File: config.mk
export PLATFORM = sky130hd
export DESIGN_NAME = contiguous_page_allocator_unit
export DESIGN_NICKNAME = d
export VERILOG_FILES = /design/src/sv/cpa_pkg.sv /design/src/sv/cpa_page_ram.sv /design/src/sv/cpa_engine.sv /design/src/sv/contiguous_page_allocator_unit.sv
export SDC_FILE = /design/constraint.sdc
export NUM_CORES = 2
export LEC_CHECK = 0
export BUFFER_PORTS_ARGS = -buffer_cell sky130_fd_sc_hd__buf_2
export CAP_MARGIN = 20
export CORE_MARGIN = 1
export CORE_UTILIZATION = 35
export CTS_CLUSTER_DIAMETER = 100
export DETAILED_ROUTE_END_ITERATION = 8
export SYNTH_ARGS = -nofsm -noshare
export SYNTH_HDL_FRONTEND = slang
export SYNTH_SLANG_ARGS = --single-unit
File: constraint.sdc
create_clock -name clock -period 32.8 [get_ports clock]
set_input_delay 1.64 -clock clock [delete_from_list [all_inputs] [get_ports clock]]
set_output_delay 1.64 -clock clock [all_outputs]
set_load 0.05 [all_outputs]
File: src/sv/cpa_pkg.sv
`timescale 1ns / 1ps
`default_nettype none
// ----------------------------------------------------------------------------
// Contiguous page allocator package
// Sizes, flag and status codes, and the structs shared by the allocator's
// modules.
// ----------------------------------------------------------------------------
package cpa_pkg;

   localparam int TABLE_PAGES = 1024;
   localparam int PAGE_BYTES  = 256;

   localparam int PAGE_SHIFT = $clog2(PAGE_BYTES);
   localparam int IDX_W      = (TABLE_PAGES > 1) ? $clog2(TABLE_PAGES) : 1;
   localparam int CNT_W      = $clog2(TABLE_PAGES + 1);

   localparam int ADDR_W   = 32;
   localparam int LEN_W    = 11;
   localparam int STATUS_W = 2;
   localparam int FLAG_W   = 2;
   localparam int CSR_W    = 32;

   localparam logic [LEN_W-1:0] PAGES_RESET = 11'd1024;

   localparam logic [FLAG_W-1:0] FLAG_TAKEN = 2'b01;
   localparam logic [FLAG_W-1:0] FLAG_LAST  = 2'b10;
   localparam logic [FLAG_W-1:0] FLAG_FREE  = 2'b00;

   localparam logic [STATUS_W-1:0] ST_DONE    = 2'd0;
   localparam logic [STATUS_W-1:0] ST_NOSPACE = 2'd1;
   localparam logic [STATUS_W-1:0] ST_IGNORED = 2'd2;

   localparam logic ACT_ALLOC = 1'b0;
   localparam logic ACT_FREE  = 1'b1;

   localparam logic CSR_HEAP_BASE    = 1'b0;
   localparam logic CSR_PAGES_IN_USE = 1'b1;

   typedef enum logic [2:0] {
      STATE_CLEAR,
      STATE_IDLE,
      STATE_SCAN,
      STATE_MARK,
      STATE_WALK
   } state_type;

   typedef struct packed {
      logic              we;
      logic [IDX_W-1:0]  waddr;
      logic [FLAG_W-1:0] wdata;
      logic [IDX_W-1:0]  raddr;
   } mem_req_type;

   typedef struct packed {
      logic                valid;
      logic [STATUS_W-1:0] status;
      logic [ADDR_W-1:0]   address;
   } rsp_type;

endpackage
`default_nettype wire

File: src/sv/cpa_page_ram.sv
`timescale 1ns / 1ps
`default_nettype none
// ----------------------------------------------------------------------------
// Page flag memory
// One write port and one read port, read data registered.
// ----------------------------------------------------------------------------
module cpa_page_ram
   import cpa_pkg::*;
(
   input  wire                      clock,
   input  mem_req_type              mem_req,
   output logic [FLAG_W-1:0]        rd_data
);

   logic [FLAG_W-1:0] mem [TABLE_PAGES];
   logic [FLAG_W-1:0] rd_data_ff;

   always_ff @(posedge clock) begin
      if (mem_req.we) begin
         mem[mem_req.waddr] <= mem_req.wdata;
      end
   end

   always_ff @(posedge clock) begin
      rd_data_ff <= mem[mem_req.raddr];
   end

   assign rd_data = rd_data_ff;

endmodule
`default_nettype wire

File: src/sv/cpa_engine.sv
`timescale 1ns / 1ps
`default_nettype none
// ----------------------------------------------------------------------------
// Allocator engine
// Sequencer for the reset clearing pass, the first-fit scan, the marking of
// a found run and the freeing walk, all through the page flag memory.
// ----------------------------------------------------------------------------
module cpa_engine
   import cpa_pkg::*;
(
   input  wire                      clock,
   input  wire                      reset,
   input  wire                      start,
   output logic                     busy,
   input  wire                      req_action,
   input  wire  [LEN_W-1:0]         req_run_length,
   input  wire  [ADDR_W-1:0]        req_block_address,
   input  wire  [ADDR_W-1:0]        heap_base,
   input  wire  [CNT_W-1:0]         page_count,
   output mem_req_type              mem_req,
   input  wire  [FLAG_W-1:0]        rd_data,
   output rsp_type                  rsp
);

   state_type           state_ff, state_in;
   logic [IDX_W-1:0]    eidx_ff, eidx_in;
   logic [CNT_W-1:0]    run_ff, run_in;
   logic [LEN_W-1:0]    len_ff, len_in;
   logic [IDX_W-1:0]    start_ff, start_in;
   logic [IDX_W-1:0]    end_ff, end_in;
   logic [IDX_W-1:0]    wr_idx_ff, wr_idx_in;
   logic [IDX_W-1:0]    page_ff, page_in;
   logic                rsp_valid_ff, rsp_valid_in;
   logic [STATUS_W-1:0] rsp_status_ff, rsp_status_in;
   logic [ADDR_W-1:0]   rsp_address_ff, rsp_address_in;

   logic                accept;
   logic                len_bad;
   logic [ADDR_W-1:0]   offset;
   logic [ADDR_W-1:0]   free_page;
   logic                free_bad;
   logic                taken;
   logic                last;
   logic [CNT_W-1:0]    run_inc;
   logic                found;
   logic                scan_end;
   logic                mark_end;
   logic                walk_end;
   logic                clear_end;
   logic [31:0]         run_start;

   // Request decode and per-cycle conditions.
   always_comb begin
      accept    = start && (state_ff == STATE_IDLE);
      len_bad   = (req_run_length == '0)
                  || (32'(req_run_length) > 32'(page_count));
      offset    = req_block_address - heap_base;
      free_page = offset >> PAGE_SHIFT;
      free_bad  = (req_block_address == '0) || (req_block_address < heap_base)
                  || (free_page >= 32'(page_count));
      taken     = (rd_data & FLAG_TAKEN) != '0;
      last      = (rd_data & FLAG_LAST) != '0;
      run_inc   = run_ff + CNT_W'(1);
      found     = !taken && (32'(run_inc) == 32'(len_ff));
      scan_end  = (32'(eidx_ff) + 32'd1) == 32'(page_count);
      mark_end  = wr_idx_ff == end_ff;
      walk_end  = !taken || last || ((32'(page_ff) + 32'd1) == 32'(page_count));
      clear_end = wr_idx_ff == IDX_W'(TABLE_PAGES - 1);
      run_start = 32'(eidx_ff) + 32'd1 - 32'(len_ff);
   end

   // Next state.
   always_comb begin
      state_in = state_ff;
      unique case (state_ff)
         STATE_CLEAR: begin
            if (clear_end) begin
               state_in = STATE_IDLE;
            end
         end
         STATE_IDLE: begin
            if (accept) begin
               if (req_action == ACT_ALLOC) begin
                  if (!len_bad) begin
                     state_in = STATE_SCAN;
                  end
               end else if (!free_bad) begin
                  state_in = STATE_WALK;
               end
            end
         end
         STATE_SCAN: begin
            if (found) begin
               state_in = STATE_MARK;
            end else if (scan_end) begin
               state_in = STATE_IDLE;
            end
         end
         STATE_MARK: begin
            if (mark_end) begin
               state_in = STATE_IDLE;
            end
         end
         STATE_WALK: begin
            if (walk_end) begin
               state_in = STATE_IDLE;
            end
         end
         default: begin
            state_in = STATE_CLEAR;
         end
      endcase
   end

   // Memory accesses, datapath updates and the result.
   always_comb begin
      eidx_in        = eidx_ff;
      run_in         = run_ff;
      len_in         = len_ff;
      start_in       = start_ff;
      end_in         = end_ff;
      wr_idx_in      = wr_idx_ff;
      page_in        = page_ff;
      rsp_valid_in   = 1'b0;
      rsp_status_in  = rsp_status_ff;
      rsp_address_in = rsp_address_ff;
      mem_req.we     = 1'b0;
      mem_req.waddr  = wr_idx_ff;
      mem_req.wdata  = FLAG_FREE;
      mem_req.raddr  = eidx_ff + IDX_W'(1);
      unique case (state_ff)
         STATE_CLEAR: begin
            mem_req.we = 1'b1;
            wr_idx_in  = wr_idx_ff + IDX_W'(1);
         end
         STATE_IDLE: begin
            // Page zero, or the page to free, is read while the request is taken.
            if (req_action == ACT_FREE) begin
               mem_req.raddr = free_page[IDX_W-1:0];
            end else begin
               mem_req.raddr = '0;
            end
            if (accept) begin
               eidx_in = '0;
               run_in  = '0;
               len_in  = req_run_length;
               page_in = free_page[IDX_W-1:0];
               if (req_action == ACT_ALLOC) begin
                  if (len_bad) begin
                     rsp_valid_in   = 1'b1;
                     rsp_status_in  = ST_NOSPACE;
                     rsp_address_in = '0;
                  end
               end else if (free_bad) begin
                  rsp_valid_in   = 1'b1;
                  rsp_status_in  = ST_IGNORED;
                  rsp_address_in = '0;
               end
            end
         end
         STATE_SCAN: begin
            // The read data belongs to page eidx; the next page is read meanwhile.
            eidx_in = eidx_ff + IDX_W'(1);
            run_in  = taken ? '0 : run_inc;
            if (found) begin
               start_in  = run_start[IDX_W-1:0];
               end_in    = eidx_ff;
               wr_idx_in = run_start[IDX_W-1:0];
            end else if (scan_end) begin
               rsp_valid_in   = 1'b1;
               rsp_status_in  = ST_NOSPACE;
               rsp_address_in = '0;
            end
         end
         STATE_MARK: begin
            mem_req.we    = 1'b1;
            mem_req.wdata = mark_end ? (FLAG_TAKEN | FLAG_LAST) : FLAG_TAKEN;
            wr_idx_in     = wr_idx_ff + IDX_W'(1);
            if (mark_end) begin
               rsp_valid_in   = 1'b1;
               rsp_status_in  = ST_DONE;
               rsp_address_in = heap_base + (ADDR_W'(start_ff) << PAGE_SHIFT);
            end
         end
         STATE_WALK: begin
            // Clear this page while the following one is read.
            mem_req.raddr = page_ff + IDX_W'(1);
            mem_req.waddr = page_ff;
            mem_req.we    = taken;
            page_in       = page_ff + IDX_W'(1);
            if (walk_end) begin
               rsp_valid_in   = 1'b1;
               rsp_status_in  = ST_DONE;
               rsp_address_in = '0;
            end
         end
         default: begin
         end
      endcase
   end

   always_ff @(posedge clock) begin
      if (reset) begin
         state_ff     <= STATE_CLEAR;
         wr_idx_ff    <= '0;
         rsp_valid_ff <= 1'b0;
      end else begin
         state_ff     <= state_in;
         wr_idx_ff    <= wr_idx_in;
         rsp_valid_ff <= rsp_valid_in;
      end
   end

   always_ff @(posedge clock) begin
      eidx_ff        <= eidx_in;
      run_ff         <= run_in;
      len_ff         <= len_in;
      start_ff       <= start_in;
      end_ff         <= end_in;
      page_ff        <= page_in;
      rsp_status_ff  <= rsp_status_in;
      rsp_address_ff <= rsp_address_in;
   end

   assign busy        = state_ff != STATE_IDLE;
   assign rsp.valid   = rsp_valid_ff;
   assign rsp.status  = rsp_status_ff;
   assign rsp.address = rsp_address_ff;

   a_rsp_has_cause: assert property (@(posedge clock) disable iff (reset)
      rsp_valid_ff |-> $past(accept || state_ff == STATE_SCAN
                             || state_ff == STATE_MARK || state_ff == STATE_WALK))
      else $error("result strobe without a request in progress");

   a_scan_read_only: assert property (@(posedge clock) disable iff (reset)
      (state_ff == STATE_SCAN) |-> !mem_req.we)
      else $error("page table written during the scan");

   a_mark_in_run: assert property (@(posedge clock) disable iff (reset)
      (state_ff == STATE_MARK) |-> (wr_idx_ff >= start_ff && wr_idx_ff <= end_ff))
      else $error("marking outside the found run");

   a_clear_complete: assert property (@(posedge clock) disable iff (reset)
      ($past(state_ff == STATE_CLEAR) && state_ff == STATE_IDLE)
      |-> ($past(wr_idx_ff) == IDX_W'(TABLE_PAGES - 1)))
      else $error("clearing pass ended early");

endmodule
`default_nettype wire

File: src/sv/contiguous_page_allocator_unit.sv
`timescale 1ns / 1ps
`default_nettype none
// ----------------------------------------------------------------------------
// Contiguous page allocator
// First-fit allocator of page runs over a table of per-page flags.
// ----------------------------------------------------------------------------
// After reset the block clears every entry of its page table with busy high;
// register writes are taken meanwhile. A request is transferred when start is
// high and busy is low, and exactly one result follows as a one-cycle strobe
// on rsp_valid, which the receiver must take as it comes. The page table is a
// single memory read one entry per cycle: a rejected request answers the
// cycle after it is taken. A granted allocate answers once its scan reaches
// the last page of the run found and the run has been marked, and an allocate
// that finds no run answers once the whole managed pool has been scanned.
// A free answers once it has visited its pages: the pages it clears, plus
// the free page that stops it if it meets one.
// ----------------------------------------------------------------------------
module contiguous_page_allocator_unit
   import cpa_pkg::*;
(
   input  wire                      clock,
   input  wire                      reset,
   input  wire                      start,
   output logic                     busy,
   input  wire                      req_action,
   input  wire  [LEN_W-1:0]         req_run_length,
   input  wire  [ADDR_W-1:0]        req_block_address,
   output logic                     rsp_valid,
   output logic [STATUS_W-1:0]      rsp_status,
   output logic [ADDR_W-1:0]        rsp_address,
   input  wire                      csr_write_enable,
   input  wire                      csr_index,
   input  wire  [CSR_W-1:0]         csr_write_data
);

   logic [ADDR_W-1:0] heap_base_ff, heap_base_in;
   logic [LEN_W-1:0]  pages_in_use_ff, pages_in_use_in;
   logic [CNT_W-1:0]  page_count;
   mem_req_type       mem_req;
   logic [FLAG_W-1:0] rd_data;
   rsp_type           rsp;

   always_comb begin
      heap_base_in    = heap_base_ff;
      pages_in_use_in = pages_in_use_ff;
      if (csr_write_enable) begin
         unique case (csr_index)
            CSR_HEAP_BASE:    heap_base_in    = csr_write_data[ADDR_W-1:0];
            CSR_PAGES_IN_USE: pages_in_use_in = csr_write_data[LEN_W-1:0];
            default: begin
            end
         endcase
      end
   end

   always_ff @(posedge clock) begin
      if (reset) begin
         heap_base_ff    <= '0;
         pages_in_use_ff <= PAGES_RESET;
      end else begin
         heap_base_ff    <= heap_base_in;
         pages_in_use_ff <= pages_in_use_in;
      end
   end

   // The managed count never exceeds the table depth.
   assign page_count = (32'(pages_in_use_ff) > 32'(TABLE_PAGES))
                       ? CNT_W'(TABLE_PAGES) : CNT_W'(pages_in_use_ff);

   cpa_page_ram u_ram (
      .clock   (clock),
      .mem_req (mem_req),
      .rd_data (rd_data)
   );

   cpa_engine u_engine (
      .clock             (clock),
      .reset             (reset),
      .start             (start),
      .busy              (busy),
      .req_action        (req_action),
      .req_run_length    (req_run_length),
      .req_block_address (req_block_address),
      .heap_base         (heap_base_ff),
      .page_count        (page_count),
      .mem_req           (mem_req),
      .rd_data           (rd_data),
      .rsp               (rsp)
   );

   assign rsp_valid   = rsp.valid;
   assign rsp_status  = rsp.status;
   assign rsp_address = rsp.address;

endmodule
`default_nettype wire

Yosys cells after proc, flatten, opt, wreduce, memory -nomap -nowiden. Memory sizes are Yosys's and may differ from the RTL's. A register that Yosys moved wholly into a read port is not among the register bits. Cells that the tools add are included.

Memories: 1. RAM bits: 2048. Input bits: 81. Word-level logic and storage cells: 130. Output and inout bits: 36. Bits in registers: 153.

Bitwise operators: 1. Equality and inequality tests: 22. $lt $le $gt $ge: 4. Reduce and logical (&&, ||, !) cells: 25. Multiplexer cells: 55. $add $sub $neg: 9.

Memories: u_ram.mem (depth 1024, bits a word 2, read ports 1, clocked after Yosys merged registers in 1, write ports 1, line cpa_page_ram.sv:15) `logic [FLAG_W-1:0] mem [TABLE_PAGES];`.

Operator list (count): two-way mux 32 bit (8); one-hot mux 32 bit (4 select lines) (1); one-hot mux 10 bit (2 select lines) (4); two-way mux 10 bit (5); two-way mux 11 bit (3); adder 32 x 18 -> 32 bit (1); equality test 32 x 11 -> 1 bit (1); zero test 32 bit (1); < comparator 32 bit (1); subtractor 32 bit (1); adder 10 x 1 -> 10 bit, second input constant (3); two-way mux 3 bit (9); greater-or-equal comparator 24 x 11 -> 1 bit (1); adder 10 x 1 -> 11 bit, second input constant (2); equality test 11 bit (2); one-hot mux 11 bit (2 select lines) (1); two-way mux 2 bit (10); one-hot mux 3 bit (5 select lines) (1); AND reduction 2 bit (7); != test 2 x 1 -> 1 bit, second input constant (6); adder 11 x 1 -> 11 bit, second input constant (1); > comparator 11 bit (1); > comparator 11 bit, second input constant (1); zero test 11 bit (1); 24 further kinds (44).

Depth between registers and ports, before layout.
Depth after elaboration: 8. Depth in mapped cells: 23. Mapped depth without buffers: 22.

By module. From an unflattened synthesis, not the netlist that was laid out.

Cell total of the unflattened synthesis: 6046. Area total of the unflattened synthesis: 95107.5 sq um.

Modules (own cells, without submodules): cpa_page_ram (area an instance 83757.8 sq um, sequential area each 61539.0 sq um, cells an instance 4793, instances 1); cpa_engine (area an instance 9315.2 sq um, sequential area each 3163.0 sq um, cells an instance 1059, instances 1); contiguous_page_allocator_unit (area an instance 2034.5 sq um, sequential area each 860.8 sq um, cells an instance 194, instances 1).

Worst setup path after synthesis. Ideal clock, no wire load.

Path kind: register -> register. Start: reg u_engine.state_ff[0]. End: mem u_ram.mem[0][1] (data pin). Path buffers: 2. Path slack: 4.889 ns. Period minus slack after synthesis: 27.911 ns. Arrival: 25.044 ns. Library setup time: 2.866 ns. Data required time: 29.934 ns. Stages on the path, launching flop included: 7. Path through: dfxtp_1 buf_2 nand2b_1 or2_2 clkbuf_1 inv_1 and2_1.

RTL lines: start, declared (line cpa_engine.sv:25) `state_type state_ff, state_in;`; start signal, assigned (line cpa_engine.sv:208) `state_ff <= state_in;`; end, declared (line cpa_page_ram.sv:15).

Final worst setup path.
Start: in req_block_address[2]. End: reg u_ram.rd_data_ff[0] (netlist: u_ram.rd_data[0]) (read register of u_ram.mem).

Longest elaborated chain between the ends: 3.

RTL lines: start, declared (line contiguous_page_allocator_unit.sv:27) `input wire [ADDR_W-1:0] req_block_address,`; subtractor 32 bit (line cpa_engine.sv:57) `offset = req_block_address - heap_base;`; two-way mux 10 bit (line cpa_engine.sv:138) `if (req_action == ACT_FREE) begin`; one-hot mux 10 bit (2 select lines) (line cpa_engine.sv:131) `unique case (state_ff)`; end, declared (line cpa_page_ram.sv:16) `logic [FLAG_W-1:0] rd_data_ff;`.

No other way between the ends. A chain may end at the register's enable or synchronous reset.

==> metrics <==
Core Area ~0.27 mm^2; GP Congestion about 0.9; leading area contributor after synthesis edfxtp_1; DR vias/cell approximately 5.8; Synth area leaders edfxtp_1 67%, nand2_1 6.9%, nor2_1 4.6%; remaining global-route overflow 0; max frequency approximately 130 MHz; CTS H-tree depth 4; area delta synth->final 11.8%; Required @ worst endpoint about 34 ns; Synth Flop Type edfxtp_1; worst min-delay path class reg2reg; DIE WIDTH approximately 530 um; Worst-Margin Slew around 1.3 ns; Async SR Flop Fraction 0%; Ports ~120; clk root buf clkbuf_16; detailed-route via count slightly below 70,000; Fillers 26,000; Final #Nets between 8,000 and 9,000; max-cap violations 0; Period minus WS final 7.79 ns; DIE AREA roughly 0.28 mm^2; Clk pin slew, worst setup/hold paths about 0.060 ns; layout cell share with drive strength beyond 1 under 10%; VDD IR-drop max 0.0660 mV; Cell Area, Synth between 0.09 and 0.1 mm^2; die height around 530 um; RR Startpoint heap_base_ff[2]$_SDFFE_PP0P_; Leakage around 34 nW; CTS tree yes; Syn Inst Count approximately 8,000; num rows around 190; Critical Path Start req_block_address[2]; Worst Setup Path Type in2reg; clk_lat worst skew roughly 0.90 ns; PostCTS Resize Cnt 0; hold violation count in the final report 0; Tcrit/Tclk final 23.7%; commonest cells in the synthesized netlist 2,144 x edfxtp_1, 1,772 x nand2_1, 1,179 x nor2_1, 675 x nand3_1, 322 x clkbuf_1; sequential share of the synthesized area between 60% and 70%; Synth cell types 98; first-pass GRT wire length about 460,000 um; Tot Pwr just over 0.008 W; CP Max Fanout between 50 and 60; Yosys reg bits around 2,200; initial antenna violation count 23; Clock Skew 0.0592 ns; vias in the first global route approximately 66,000; Port Buf Inserts between 100 and 150; Syn Nets 8,374; drt drc 0; footprint of the multi-input gates about 0.028 mm^2; drt initial violations around 11,000; slew margin rel. approximately 14%; status complete, no violations; register area roughly 0.066 mm^2; CP Launch Type primary input; CTS Hold Bufs 0; TritonRoute pass-1 iters 6; Pwr Density approximately 76 mW/mm^2; Max Buffers Root-to-Sink 3; count leader, synth edfxtp_1; Num CTS Buffers 220; Setup violations, final 0; EDFF count, synth ~2,100; clock tree sinks between 2,000 and 2,500; post-route ant nets 0; Fin Setup TNS 0 ns; top cell type's share of synthesized area between 60% and 70%; YS warnings 0; Avg Cell Area, Syn between 10 and 15 um^2; endpoint type of the worst setup path register; RSZ-0062 raised after global routing false; fin. max-slew vios 0; Setup Fix Bufs, Post-CTS 0; starting density of the core about a third; Total Wirelength roughly 320,000 um; DP Wirelength ~180,000 um; Hold Startpoint heap_base_ff[4]$_SDFFE_PP0P_; GRT Total Usage 22.2%; pin count of the biggest net entering global routing roughly 210; routed len/inst ~27 um; critical path arrival 8.58 ns
report_power, final:
group / internal (W) / switching, W / leakage, nW / total, W
clock network: 0.00136 / 0.00112 / 3.40 / 0.00248
logic: 0.000699 / 0.00188 / 13.2 / 0.00258
registers: 0.00310 / 0.0000270 / 17.3 / 0.00313
total: 0.00516 / 0.00303 / 34.0 / 0.00819
kinds of logic (layout without fill, tap and decap cells):
kind of cell | Yosys count | after routing | synth area share [%]
buffers and inverters | 722 | 806 | 3.44
other | 0 | 6 | 0
AOI/OAI and AO/OA | 971 | 971 | 7.18
xor gates and xnor gates | 97 | 97 | 0.888
DFF | 2203 | 2203 | 67.9
adders and majority gates | 78 | 78 | 1.03
muxes | 105 | 105 | 1.86
and+or+nand+nor | 4039 | 4039 | 17.7
sequential cells by signal (all words and copies together) (netlist names):
register	count
u_ram.mem	2048
heap_base_ff	32
u_engine.rsp_address_ff	32
pages_in_use_ff	11
u_engine.len_ff	11
u_engine.run_ff	11
u_engine.eidx_ff	10
u_engine.end_ff	10
u_engine.page_ff	10
u_engine.start_ff	10
u_engine.wr_idx_ff	10
u_engine.state_ff	3
u_engine.rsp_status_ff	2
u_ram.rd_data	2
u_engine.rsp_valid_ff	1
critical path, stage by stage:
cell and delay (ns):
buf_2 0.11, ha_1 0.31, o21a_1 0.20, o2111a_1 0.33
a21oi_4 0.28, xor2_2 0.36, a21o_4 0.59, buf_4 0.61
buf_4 0.70, buf_4 0.60, buf_4 0.59, nand2_1 0.10
and3_1 0.20, o31ai_1 0.33, o311ai_0 0.21, a211oi_1 0.56
nor4_1 0.20, a31o_1 0.23, a221oi_1 0.27
per-stage QoR:
step	cell area [um^2]	util [%]	std cells	hold slack, ns	setup slack (ns)
3_3_place_gp	100000	36.7	11500	0.445	24.33
6_report	108000	39.4	11900	0.457	25.01
2_1_floorplan	96500	-	8215	0.436	4.89
4_1_cts	108000	39.4	11900	0.459	25.11
3_5_place_dp	101000	36.8	11500	0.451	24.19
5_1_grt	108000	39.4	11900	0.475	24.70
layout by cell type, fill, tap and decap left out, drive strengths merged, types with 131 or more instances in the layout:
cell    count
edfxtp   2144
a311oi    165
a31oi     131
a21oi     185
nand2    1773
clkbuf    281
buf       317
nand3     675
nor2     1179
a211oi    133
and3      190
routing by layer:
layer / track usage (%) / part of all wire [%] / up-vias
met4: 7.83 / 3.8 / 6
li1: - / - / 29600
met2: 34.8 / 46 / 3983
met5: 0 / 0.010 / -
met1: 30.3 / 39 / 34800
met3: 4.69 / 11 / 635
path summary, 6_finish.rpt:
path                                                endpoint  slack (ns)  depth (start not counted)
worst max register to register      u_ram.rd_data[0]$_DFF_P_       25.53                         19
worst min-delay path            heap_base_ff[4]$_SDFFE_PP0P_        0.46                          2
worst min register to register  heap_base_ff[4]$_SDFFE_PP0P_        0.46                          2
worst max-delay path                u_ram.rd_data[0]$_DFF_P_       25.01                         19
cell type report:
| class | count | share of cell area [%] |
|---|---|---|
| Clock inverter | 122 | 1.10 |
| Timing Repair Buffer | 320 | 2.41 |
| Antenna cell | 6 | 0.0139 |
| Tap cell | 3589 | 4.16 |
| Sequential cell | 2203 | 60.7 |
| Multi-Input combinational cell | 5290 | 25.9 |
| Inverter | 85 | 0.303 |
| Clock buffer | 279 | 5.40 |
Note: power is estimated with default switching activity, not from simulation.
